### config.mk
export PLATFORM = sky130hd
export DESIGN_NAME = teb_ctrl
export DESIGN_NICKNAME = d
export VERILOG_FILES = /design/src/rtl/assert_macros.svh /design/src/rtl/teb_pkg.sv /design/src/rtl/teb_ctrl.sv
export SDC_FILE = /design/constraint.sdc
export NUM_CORES = 1
export LEC_CHECK = 0
export BUFFER_PORTS_ARGS = -buffer_cell sky130_fd_sc_hd__buf_2
export CAP_MARGIN = 40
export CELL_PAD_IN_SITES_DETAIL_PLACEMENT = 0
export CELL_PAD_IN_SITES_GLOBAL_PLACEMENT = 2
export CORE_MARGIN = 2
export CORE_UTILIZATION = 19
export DETAILED_ROUTE_END_ITERATION = 7
export GPL_ROUTABILITY_DRIVEN = 0
export GPL_TIMING_DRIVEN = 0
export PLACE_DENSITY = 0.67
export REMOVE_ABC_BUFFERS = 1
export SYNTH_ARGS = -nofsm -noshare
export SYNTH_HDL_FRONTEND = slang
export SYNTH_SLANG_ARGS = --single-unit
### constraint.sdc
create_clock -name i_clk -period 1.1 [get_ports i_clk]
set_input_delay 0.22 -clock i_clk [delete_from_list [all_inputs] [get_ports i_clk]]
set_output_delay 0.22 -clock i_clk [all_outputs]
set_load 0.02 [all_outputs]
### src/rtl/assert_macros.svh
// Assertion macros for the RTL files that check their own behavior.
`ifndef ASSERT_MACROS_SVH
`define ASSERT_MACROS_SVH

// Check that cons holds in the same cycle as ante.
`define ASSERT_SAME(label, clk, rst_n, ante, cons) \
    label: assert property (@(posedge clk) disable iff (!rst_n) (ante) |-> (cons)) \
        else $error("assertion failed");

// Check that cons holds in the cycle after ante.
`define ASSERT_NEXT(label, clk, rst_n, ante, cons) \
    label: assert property (@(posedge clk) disable iff (!rst_n) (ante) |=> (cons)) \
        else $error("assertion failed");

`endif

### src/rtl/teb_pkg.sv
// Shared constants, types and helper functions of the edge bisection unit.
`default_nettype none
package teb_pkg;

    localparam int IMG_COLS      = 128;
    localparam int IMG_ROWS      = 128;
    localparam int FRACTION_BITS = 8;

    localparam int COORD_W     = 16;
    localparam int RGB_W       = 24;
    localparam int CHAN_W      = 8;
    localparam int STORE_AW    = 14;
    localparam int STORE_DEPTH = 1 << STORE_AW;
    localparam int THR_W       = 8;
    localparam logic [THR_W-1:0] THR_RESET = THR_W'(128);

    localparam int SQ_W  = 2 * COORD_W;
    localparam int SUM_W = SQ_W + 1;
    localparam int BSUM_W = CHAN_W + 2;
    localparam logic [SUM_W-1:0] ONE_SQ = SUM_W'(1) << (2 * FRACTION_BITS);

    localparam logic CMD_WRITE = 1'b0;
    localparam logic CMD_QUERY = 1'b1;

    // Commands from the controller to the datapath.
    typedef struct packed {
        logic wr;        // store the pixel word
        logic load;      // take the query endpoints
        logic sel_near;  // read the pixel under the first point, else under the midpoint
        logic diff_en;   // capture absolute coordinate differences
        logic sqr_en;    // capture squared differences
        logic capt_mid;  // capture the midpoint pixel class
        logic step;      // move one of the points to the midpoint
        logic emit;      // present the result word
    } t_cmd;

    // Status from the datapath to the controller.
    typedef struct packed {
        logic far_apart;
    } t_stat;

    function automatic logic [COORD_W-1:0] mid(input logic [COORD_W-1:0] a,
                                               input logic [COORD_W-1:0] b);
        logic [COORD_W:0] s;
        s = {1'b0, a} + {1'b0, b};
        return s[COORD_W:1];
    endfunction

    // Round a coordinate to the nearest pixel, halves up, and clamp at the border.
    function automatic logic [31:0] to_pixel(input logic [COORD_W-1:0] v, input int limit);
        logic [COORD_W:0] r;
        logic [31:0]      p;
        r = {1'b0, v} + (COORD_W+1)'(1 << (FRACTION_BITS - 1));
        p = 32'(r >> FRACTION_BITS);
        if (p > 32'(limit - 1)) begin
            p = 32'(limit - 1);
        end
        return p;
    endfunction

    function automatic logic [STORE_AW-1:0] pixel_index(input logic [COORD_W-1:0] x,
                                                        input logic [COORD_W-1:0] y);
        logic [31:0] col;
        logic [31:0] row;
        logic [31:0] idx;
        col = to_pixel(x, IMG_COLS);
        row = to_pixel(y, IMG_ROWS);
        idx = row * 32'(IMG_COLS) + col;
        return idx[STORE_AW-1:0];
    endfunction

endpackage
`default_nettype wire

### src/rtl/teb_ctrl.sv
// Sequencer of the edge bisection unit: accepts words and steps the halving loop.
`default_nettype none
module teb_ctrl (
    input  wire logic          i_clk,
    input  wire logic          i_rst_n,
    input  wire logic          start,
    input  wire logic          i_command,
    input  wire teb_pkg::t_stat i_stat,
    output teb_pkg::t_cmd      o_cmd,
    output logic               busy
);
    import teb_pkg::*;

    typedef enum logic [3:0] {
        ST_IDLE = 4'b0001,
        ST_DIFF = 4'b0010,
        ST_SQR  = 4'b0100,
        ST_CMP  = 4'b1000
    } t_state;

    t_state r_state;
    t_state n_state;
    logic   accept;

    assign accept = start && (r_state == ST_IDLE);
    assign busy   = (r_state != ST_IDLE);

    always_comb begin
        n_state = r_state;
        o_cmd   = '0;
        unique case (r_state)
            ST_IDLE: begin
                if (accept && i_command == CMD_QUERY) begin
                    o_cmd.load = 1'b1;
                    n_state    = ST_DIFF;
                end
                if (accept && i_command == CMD_WRITE) begin
                    o_cmd.wr = 1'b1;
                end
            end
            ST_DIFF: begin
                o_cmd.diff_en = 1'b1;
                n_state       = ST_SQR;
            end
            ST_SQR: begin
                o_cmd.sqr_en   = 1'b1;
                o_cmd.sel_near = 1'b1;
                o_cmd.capt_mid = 1'b1;
                n_state        = ST_CMP;
            end
            ST_CMP: begin
                if (i_stat.far_apart) begin
                    o_cmd.step = 1'b1;
                    n_state    = ST_DIFF;
                end else begin
                    o_cmd.emit = 1'b1;
                    n_state    = ST_IDLE;
                end
            end
            default: begin
                n_state = ST_IDLE;
            end
        endcase
    end

    always_ff @(posedge i_clk) begin
        if (!i_rst_n) begin
            r_state <= ST_IDLE;
        end else begin
            r_state <= n_state;
        end
    end

endmodule
`default_nettype wire

# After elaboration in Yosys (flattened, before gate mapping)
# Index checks and enable logic that the tools add are counted.
dict set report word_totals {
  elab_cells 23
  ff_bits 4
  inputBits 5
}
dict set report classes {
  bitwise_logic 1
  mux 12
  n_eq_ne 6
  n_reduce_logical 3
}
# op count
set op_table {}
lappend op_table {{case mux 4 bit (4 select lines)} 1}
lappend op_table {{2-to-1 mux 2 bit} 4}
lappend op_table {{2-to-1 mux 1 bit} 6}
lappend op_table {{equality test 4 x 1 -> 1 bit (second input constant)} 1}
lappend op_table {{equality test 4 x 2 -> 1 bit (second input constant)} 1}
lappend op_table {{equality test 4 x 3 -> 1 bit (second input constant)} 1}
lappend op_table {{equality test 4 bit (second input constant)} 1}
lappend op_table {{2-to-1 mux 4 bit} 1}
lappend op_table {{!= test 4 x 1 -> 1 bit (second input constant)} 1}
lappend op_table {{logical AND 1 bit} 3}
lappend op_table {{!= test 2 x 1 -> 1 bit (second input constant)} 1}
lappend op_table {{inverter 1 bit} 1}

# Depth between registers and ports, before layout
dict set report logic_depth {
  word_depth 5
  ltp_mapped 3
}

# Worst setup path before layout
# No wires, ideal clock.
dict set report synth_path {
  path_type {flip-flop to output port}
  from {register r_state[0]}
  to {output o_cmd[7] in the netlist's numbering}
  path_buffers 0
  setup_slack_ns -0.472
  path_stages_with_launch 4
  arrival_time_ns 1.352
  cell_sequence {dfxtp_1 > nor4b_4 > inv_2 > nor3b_1}
}
# element line
set synth_rtl {}
lappend synth_rtl {{from (decl)} teb_ctrl.sv:21} ;# t_state r_state;
lappend synth_rtl {{from (signal assigned)} teb_ctrl.sv:70} ;# r_state <= n_state;
lappend synth_rtl {{to (decl)} teb_ctrl.sv:9} ;# output teb_pkg::t_cmd o_cmd,

==> run metrics <==
CP Max Fanout 5; syn avg cell area 10.41 sq um; VDD IR-drop max 0.7929 mV; count of final max-slew check failures 0; Max Freq 654.0 MHz; maxcap violations 0; nets@finish 51; Hold-fix buffers, CTS 0; Regs by FF count r_state (4); H-tree depth 1; CTS tree yes; Final Hold Violating Endpoints 0; top cells by count, synth dfxtp_1, and2_1, nor4b_2; violated checks negative setup slack; Worst Path Required a little under 0.9 ns; met1 global-route usage 10.06%; WL/cell 10.44 microns; relative slew slack 80.64%; layout cell share with drive strength beyond 1 70.45%; register area share after synthesis 30.77%; critical path type reg2out; GRT Total Usage 9.081%; Main synth FF type dfxtp_1; DRT Pass-1 Iters 3; cell count after synthesis 25; Routed Antenna Nets 0; reg2reg end r_state[0]$_SDFFE_PN1P_; clk_skew 0.003399 ns; initial antenna violation count 0; Critical Path Source Type flip-flop; IO buf count 13; ys async rst share 0%; RSZ-0062 raised after global routing yes; GR Overflow Total 0; area share of the largest cell type after synthesis 30.77%; Fill cells 134; die height 41.01 microns; crit end category output pin; fin crit share 139.0%; crit-path max cell delay 0.36 ns; Cell Pwr Density about 1000 nW/um^2; Register Area 95.09 sq um; Root Driver clkbuf_4; mapped cell area 260.3 sq um; cell breakdown of the critical path nor4b_4 > inv_2 > nor3b_2 > buf_4; Crit-path slowest cell dfxtp_4; worst-case reg-to-reg path depth 5; most used routing layer met2; Post-synth EDFFs 0; die span in x just over 40 microns; top cells by area, synth dfxtp_1, nor4b_2, nor4b_4; area leader, netlist dfxtp_1; n_diodes 0; CTS Buf Count 3; clk buf depth 2; DR vias approximately 250; minimum clock period 1.529 ns; global-route wire length before repair 924 microns; most common cell in the netlist dfxtp_1; die area approximately 1700 sq um; clock sinks 4; HP Start i_rst_n; Hold WS 0.2280 ns; CTS clk-pin slew, worst paths about 0.040 ns; Yosys warning count 0; Reg-to-Reg Start r_state[3]$_SDFFE_PN0P_; Clock Latency Late Sink between 0.2 and 0.25 ns; DP HPWL 413.3 microns; worst hold path type in2reg; flops & latches, synth 4; largest net degree at the start of global routing 6; Largest register FFs 4; post-layout util between 30 and 40%; row count 13; DRT Wirelength between 600 and 700 microns; routing usage on met3 8.696%; multi-input logic area about 180 sq um; flop-to-flop setup slack -0.11 ns; worst hold endpoint r_state[0]$_SDFFE_PN1P_; mean number of vias per cell 4.288; vias in the first global route 247; I/O pin total 14; most flop-heavy register r_state; status complete, but fails checks; Area Growth Syn to Fin 70.19%; CORE AREA 1285 sq um; static leakage about 0.21 nW; post-route DRC violation count 0; Worst Path Arrival 1.31 ns; Hold Path Stages 2; GR Util met2 13.28%; initial DRC count 2; effective utilization at floorplan 20.25%; Worst Tran Pin Value 0.2897 ns; final setup fails 11; final worst slack -0.4291 ns; number of distinct library cells after synthesis 15
-- critical path, delay by kind of cell (launching register included) --
| family | cells | cell delay [ns] |
|---|---|---|
| buffers and inverters | 2 | 0.24 |
| and+or+nand+nor | 2 | 0.48 |
| DFF | 1 | 0.36 |
-- how the worst max path moves through the flow --
stage	endpoint	cells past startpoint	slack (ns)	start
after global placement	o_cmd[7]	4	-0.28	r_state[0]$_SDFFE_PN1P_
final	o_cmd[7]	4	-0.43	r_state[3]$_SDFFE_PN0P_
after global routing	o_cmd[7]	4	-0.50	r_state[3]$_SDFFE_PN0P_
after CTS	o_cmd[7]	4	-0.46	r_state[3]$_SDFFE_PN0P_
after floorplan	r_state[1]$_SDFFE_PN0P_	3	-0.90	r_state[2]$_SDFFE_PN0P_
after detailed placement	o_cmd[7]	4	-0.30	r_state[0]$_SDFFE_PN1P_
-- per-layer routing --
layer  part of all wire, %  vias up
met5                     0        -
met4                     0        0
met3                    12        0
met2                    45       16
met1                    43      110
li1                      -      127
-- cell families after synthesis --
kind of cell | count (synthesis) | share of synthesized area, %
AOI/OAI and AO/OA | 2 | 6.732
xor gates and xnor gates | 1 | 3.366
buffers and inverters | 3 | 7.208
DFF | 4 | 30.77
and+or+nand+nor | 15 | 51.93
-- stage by stage --
| stage | total power [W] | instances | setup slack (ns) | area (sq um) | setup TNS (ns) |
|---|---|---|---|---|---|
| floorplan | 0.0002225 | 23 | -0.9029 | 245.2 | -5.860 |
| global placement | 0.0002498 | 51 | -0.2771 | 329.1 | -1.949 |
| detailed placement | 0.0002518 | 51 | -0.2988 | 329.1 | -2.125 |
| CTS | 0.0004597 | 57 | -0.4566 | 409.1 | -3.841 |
| global route | 0.0004871 | 59 | -0.5033 | 442.9 | -4.041 |
| finish | 0.0004554 | 59 | -0.4291 | 442.9 | -3.178 |
-- cell usage in the layout (no fill, tap or decap) --
cell type / n
buf_4: 9
buf_2: 8
dfxtp_4: 4
nor4b_4: 3
and2_1: 3
clkbuf_4: 3
nand2_1: 2
nor2_1: 2
inv_2: 1
nor4b_2: 1
and2b_1: 1
nor3b_2: 1
xor2_1: 1
a211o_1: 1
nand4b_1: 1
a32oi_1: 1
and3b_1: 1
buf_6: 1
-- power breakdown --
group | internal, W | total [W] | switching [W]
registers | 0.000148 | 0.000164 | 0.0000166
clock network | 0.000122 | 0.000176 | 0.0000546
logic | 0.0000651 | 0.000115 | 0.0000499
total | 0.000334 | 0.000455 | 0.000121
-- timing repair --
item / in CTS / in global routing
endpoints found under the setup margin: 12 / 13
setup buffers: 3 / 2
resized for setup: 12 / 5
pin swaps: 3 / 1
-- cell type report --
| type | instances | share of cell area, % |
|---|---|---|
| clock buffers | 3 | 5.085 |
| flip-flops and latches | 4 | 21.47 |
| repair buffers | 18 | 26.84 |
| inverters | 1 | 0.8475 |
| multi-input cells | 18 | 41.53 |
| well taps | 15 | 4.237 |
No activity file was read; power rests on OpenSTA's default activity.
